<file path="config.mk">
export PLATFORM = sky130hd
export DESIGN_NAME = etq_front
export DESIGN_NICKNAME = d
export VERILOG_FILES = /design/src/rtl/core/etq_pkg.sv /design/src/rtl/core/etq_front.sv
export SDC_FILE = /design/constraint.sdc
export NUM_CORES = 2
export LEC_CHECK = 0
export BUFFER_PORTS_ARGS = -buffer_cell sky130_fd_sc_hd__buf_2
export CAP_MARGIN = 30
export CORE_AREA = 2 2 338 340
export DETAILED_ROUTE_END_ITERATION = 12
export DIE_AREA = 0 0 340 342
export PLACE_DENSITY_LB_ADDON = 0.15
export SYNTH_ARGS = -nofsm -noshare
export SYNTH_HDL_FRONTEND = slang
export SYNTH_SLANG_ARGS = --single-unit
</file>
<file path="constraint.sdc">
create_clock -name clk_i -period 8.9 [get_ports clk_i]
set_input_delay 0.445 -clock clk_i [delete_from_list [all_inputs] [get_ports clk_i]]
set_output_delay 0.445 -clock clk_i [all_outputs]
set_load 0.05 [all_outputs]
</file>
<file path="src/rtl/core/etq_pkg.sv">
// shared types, constants and fixed-point helpers for the euler to quaternion pipeline
`timescale 1ns / 1ps

package etq_pkg;

  // field widths
  localparam int unsigned ANGLE_BITS = 16;
  localparam int unsigned OUT_BITS   = 16;

  // full scale of one output component
  localparam int unsigned OUT_FS = (1 << (OUT_BITS - 1)) - 1;

  // angle magnitude to q30 shift
  localparam int unsigned U_SHIFT = 31 - ANGLE_BITS;

  // pipeline shape
  localparam int unsigned NUM_ANGLES   = 3;
  localparam int unsigned NUM_LANES    = 2 * NUM_ANGLES;
  localparam int unsigned NUM_COEF     = 7;
  localparam int unsigned HORNER_STEPS = NUM_COEF - 1;
  localparam int unsigned FRONT_STAGES = 2;
  localparam int unsigned BACK_STAGES  = 5;
  localparam int unsigned NUM_STAGES   = FRONT_STAGES + HORNER_STEPS + BACK_STAGES;

  // lane order: sine then cosine for x, y, z
  localparam int unsigned LANE_SX = 0;
  localparam int unsigned LANE_CX = 1;
  localparam int unsigned LANE_SY = 2;
  localparam int unsigned LANE_CY = 3;
  localparam int unsigned LANE_SZ = 4;
  localparam int unsigned LANE_CZ = 5;

  // q30 value, wide enough for every intermediate of the series
  typedef logic [30:0] qv_t;

  localparam qv_t Q_ONE  = 31'h4000_0000;
  localparam qv_t Q_HALF = 31'h2000_0000;

  // taylor coefficients (pi/2)^n/n! in q30, odd powers from 1 to 13
  localparam qv_t SIN_COEF [NUM_COEF] = '{
    31'd1686629713, 31'd693598668, 31'd85569306, 31'd5026995,
    31'd172272, 31'd3864, 31'd61
  };

  typedef struct packed {
    logic signed [ANGLE_BITS-1:0] angle_x;
    logic signed [ANGLE_BITS-1:0] angle_y;
    logic signed [ANGLE_BITS-1:0] angle_z;
  } in_item_t;

  typedef struct packed {
    logic signed [OUT_BITS-1:0] quat_x;
    logic signed [OUT_BITS-1:0] quat_y;
    logic signed [OUT_BITS-1:0] quat_z;
    logic signed [OUT_BITS-1:0] quat_w;
  } out_item_t;

  // one series evaluation in flight
  typedef struct packed {
    qv_t u;
    qv_t u2;
    qv_t p;
  } horner_lane_t;

  typedef struct packed {
    horner_lane_t [NUM_LANES-1:0]  lane;
    logic         [NUM_ANGLES-1:0] neg;
  } horner_t;

  // q30 multiply, round half up; operands keep the result below 2^31
  function automatic qv_t qmul_u(input qv_t a, input qv_t b);
    logic [61:0] prod;
    logic [62:0] rnd;
    prod = 62'(a) * 62'(b);
    rnd  = {1'b0, prod} + 63'(Q_HALF);
    return rnd[60:30];
  endfunction

endpackage

</file>
<file path="src/rtl/core/etq_front.sv">
// front cells: angle to q30 series argument, then the squared argument
`timescale 1ns / 1ps

module etq_front
  import etq_pkg::*;
(
  input  logic                    clk_i,
  input  logic [FRONT_STAGES-1:0] en_i,
  input  in_item_t                in_item_i,
  output horner_t                 data_o
);

  typedef struct packed {
    qv_t  [NUM_LANES-1:0]  u;
    logic [NUM_ANGLES-1:0] neg;
  } arg_t;

  arg_t    arg_d, arg_q;
  horner_t sq_d, sq_q;

  logic [NUM_ANGLES-1:0][ANGLE_BITS-1:0] angle;
  logic [NUM_ANGLES-1:0][ANGLE_BITS-1:0] mag;
  qv_t  [NUM_ANGLES-1:0]                 u_sin;

  assign angle[0] = in_item_i.angle_x;
  assign angle[1] = in_item_i.angle_y;
  assign angle[2] = in_item_i.angle_z;

  // half angle sine on |t|, cosine as sine of the complement
  always_comb begin
    for (int i = 0; i < NUM_ANGLES; i++) begin
      arg_d.neg[i]     = angle[i][ANGLE_BITS-1];
      mag[i]           = angle[i][ANGLE_BITS-1] ? (~angle[i] + 1'b1) : angle[i];
      u_sin[i]         = qv_t'(mag[i]) << U_SHIFT;
      arg_d.u[2*i]     = u_sin[i];
      arg_d.u[2*i + 1] = Q_ONE - u_sin[i];
    end
  end

  always_ff @(posedge clk_i) begin
    if (en_i[0]) begin
      arg_q <= arg_d;
    end
  end

  always_comb begin
    sq_d.neg = arg_q.neg;
    for (int l = 0; l < NUM_LANES; l++) begin
      sq_d.lane[l].u  = arg_q.u[l];
      sq_d.lane[l].u2 = qmul_u(arg_q.u[l], arg_q.u[l]);
      sq_d.lane[l].p  = SIN_COEF[NUM_COEF-1];
    end
  end

  always_ff @(posedge clk_i) begin
    if (en_i[1]) begin
      sq_q <= sq_d;
    end
  end

  assign data_o = sq_q;

endmodule

</file>
# Word-level counts from Yosys, hierarchy flattened
# Index checks and enable logic that the tools add are counted.
[totals] wordCells=44 mem_bits_rw=0 output_inout_bits=561 input_bits=51 mem_bits_ro=0 register_bits=474 latchBits=0 n_memories=0
[classes] n_mux=3 add_sub_neg=12 n_reduce_logical=0 n_div=0 order_cmp=0 bitwise=3 shifts=0 n_mul=6 eq_ne=0
[ops] op="$add 61x30->61 const B" count=6
[ops] op="$mul 31x31->61" count=3
[ops] op="$mul 16x16->31" count=3
[ops] op="$sub 31x31->31 const A" count=3
[ops] op="$add 16x1->16 const B" count=3
[ops] op="$mux 16" count=3
[ops] op="$not 16->16" count=3

# Depth between registers and ports, before layout
[depth] word_depth=4 mapped_depth=27 ltp_nobuf=26

# Worst setup path after synthesis
# OpenSTA, ideal clock, no wires.
[synth_path] path_type="register to register" startpoint="register arg_q[176] (netlist bit)" endpoint="register sq_q (netlist bit data_o[529]) (data pin)" path_buffers=1 arrival_time_ns=6.590 setup_ns=0.264 slack_ns=2.046 period_less_slack_ns=6.854 required_time_ns=8.636 stages_incl_launch_ff=24 path_cell_list="edfxtp_1 > clkbuf_1 > nand2_1 > fa_1 > fa_1 > fa_1 > fa_1 > inv_1 > fa_1 > inv_1 > fa_1 > inv_1 > ha_1 > ha_1 > ha_1 > nand2_1 > nor4_2 > o21ai_1 > a211oi_2 > a31oi_1 > o21bai_1 > a21boi_1 > o31ai_1 > xnor2_1"
[synth_rtl] element="from (decl)" line_no="etq_front.sv:18" rtl="arg_t arg_d, arg_q;"
[synth_rtl] element="from (signal assigned)" line_no="etq_front.sv:42" rtl="arg_q <= arg_d;"
[synth_rtl] element="to (signal assigned)" line_no="etq_front.sv:57" rtl="sq_q <= sq_d;"
[synth_rtl] element="to (decl)" line_no="etq_front.sv:19" rtl="horner_t sq_d, sq_q;"

==> run summary <==
DR vias/cell: 5.00
detailed-route wire length: 133 mm
Hold Vio Cnt, Final: 0
Post-synth top flop: edfxtp_1
port buffer count: 329
setup_tns: 0 ps
first-pass GRT wire length: 219 mm
layout cells sized above 1: 7.64%
Setup CP Type: reg2reg
Root Driver: clkbuf_16
max-cap violation count: 0
Setup Skew: 19.1 ps
Yosys top cell by area: fa_1
Post-Syn Area: 0.0605 mm²
FF+latch count, synth: 366
Die Width: 340 µm
vias in the first global route: 41,400
Synth area leaders: fa_1 32%, edfxtp_1 18%, ha_1 17%
Setup Viol. Count Final: 0
Routed wire per std cell: 17.0 µm
RD Place Congestion: 0.894
Worst Tran Pin Value: 942 ps
initial antenna violation count: 14
Longest Clk Path Bufs: 3
Area Overhead vs Synth: 6.31%
Antenna Nets Post-Route: 0
DRT Pass-1 Iters: 7
Synth Instances: 6,012
CP startpoint kind: flop
Final Max Slew Viols: 0
RSZ-0062 raised after global routing: false
top cell type's share of synthesized area: 32.4%
Synth cell types: 78
Placeable Area: 0.113 mm²
post-cts sizing count: 0
Rows: 124
Inserted Clock Buffers: 48
Hold Path Class: in2reg
synth warn: 0
Synth top cells by count: 1,505 x inv_1, 979 x fa_1, 819 x ha_1
DR iter-0 viols: 1,859
die area: 0.116 mm²
dpl hpwl: 110 mm
hold buffers post-CTS: 0
Vias: 39,100
clock transition at the registers of the reported paths: 60 ps
Tmin final: 7530 ps
Post-CTS Setup Bufs: 0
Worst-Skew Late Latency: 640 ps
Initial Utilization: 53.5%
CP required: 9270 ps
register area share after synthesis: 18.2%
Final period util: 84.6%
FFs w/ async S/R, synth: 0%
grt ovf: 0
TritonCTS clock tree: built
syn avg cell area: 10.1 µm²
die height: 342 µm
Crit Path Max Fanout: 18
Worst setup EP type: flop
Nets: 8,123
status: complete, no violations
Max-slew headroom: 36.6%
Post-synth EDFFs: 366
GRT Util Overall: 23.7%
DRC violations left: 0
H-tree level count: 2
num ports: 612
pin count of the biggest net entering global routing: 73
WP data arrival: 7900 ps
clk sink count: 366
most frequent cell after synthesis: inv_1
Max Freq: 133 MHz
-- cell usage in the layout, fill, tap and decap left out, drive strengths merged, types with 4 or more instances in the layout --
| cell type | instances |
|---|---|
| inv | 1509 |
| fa | 979 |
| ha | 819 |
| nand2 | 461 |
| edfxtp | 366 |
| buf | 349 |
| and2 | 302 |
| conb | 282 |
| xnor2 | 206 |
| nor2 | 173 |
| a21oi | 150 |
| xor2 | 93 |
| o21ai | 92 |
| clkbuf | 53 |
| a21o | 49 |
| nor2b | 48 |
| nand3 | 40 |
| nor3 | 36 |
| nand2b | 29 |
| o31ai | 25 |
| o21bai | 23 |
| clkinv | 22 |
| and3 | 18 |
| a211oi | 17 |
| or2 | 16 |
| a31oi | 13 |
| nor4 | 13 |
| o21a | 12 |
| o41ai | 11 |
| o211ai | 10 |
| a31o | 10 |
| or3 | 9 |
| diode | 8 |
| bufinv | 8 |
| mux2 | 7 |
| nand4 | 7 |
| a21boi | 6 |
| o22ai | 5 |
| a41oi | 4 |
-- layer usage --
layer  vias to the layer above  part of all wire (%)  track usage, %
met5                         -                     0               0
met4                         0                   2.9            6.52
met3                       175                   5.5            3.47
met2                       985                    48            39.4
met1                     19500                    44            32.6
li1                      18500                     -               -
-- worst paths after layout --
kind | from | to | slack [ps] | depth (start not counted)
worst min register to register | arg_q[2] | data_o[2] | 420 | 0
worst max-delay path | arg_q[114] | data_o[341] | 1370 | 26
worst min-delay path | in_item_i[16] | arg_q[80] | 100 | 1
worst max register to register | arg_q[114] | data_o[341] | 1370 | 26
-- through the flow --
stage	cell area [µm²]	cells	utilization (%)	hold WS (ps)	setup WS [ps]
6_report	64300	7833	56.8	102	1370
5_1_grt	64300	7832	56.8	75.0	920
4_1_cts	64200	7824	56.8	47.2	1330
3_5_place_dp	62600	7735	55.3	406	1310
3_3_place_gp	62600	7735	55.3	401	1360
2_1_floorplan	61500	6292	-	400	2050
-- flip-flops by register name, indices dropped and copies added (netlist names) --
| name | count |
|---|---|
| arg_q | 96 |
| data_o | 270 |
-- critical path: stages (launching register included) --
cell and delay [ps]:
edfxtp_1 680, nand2_1 240, inv_1 80, fa_1 530, inv_1 50, fa_1 530, inv_1 50, fa_1 490
inv_1 50, fa_1 520, inv_1 50, fa_1 470, inv_1 50, fa_1 470, inv_1 40, ha_1 270
ha_1 280, ha_1 200, nor3_1 420, inv_1 80, a311oi_1 440, o31ai_1 210, nand3_1 150, a31oi_1 150
a31o_2 330, a211oi_1 320, xnor2_1 110
-- final cells by class --
cell class | instances | area [µm²]
Antenna cell | 8 | 20.0
Inverter | 1506 | 5650
Sequential cell | 366 | 11000
Multi-Input combinational cell | 4003 | 42200
Clock buffer | 53 | 1260
Tap cell | 1512 | 1890
Timing Repair Buffer | 349 | 1830
Clock inverter | 36 | 418
Fill cell | 10000 | 48800
-- logic make-up after synthesis --
family / count (synthesis) / synth area share (%)
adders and majority gates: 1798 / 49.4
xor gates and xnor gates: 299 / 4.38
and+or+nand+nor: 1165 / 9.42
DFF: 366 / 18.2
buffers and inverters: 1923 / 13.7
AOI/OAI and AO/OA: 451 / 4.77
other: 2 / 0.0124
muxes: 8 / 0.147
Power is not shown: default switching activity piles up to over one toggle a cycle in this logic, so the estimate is an artifact.
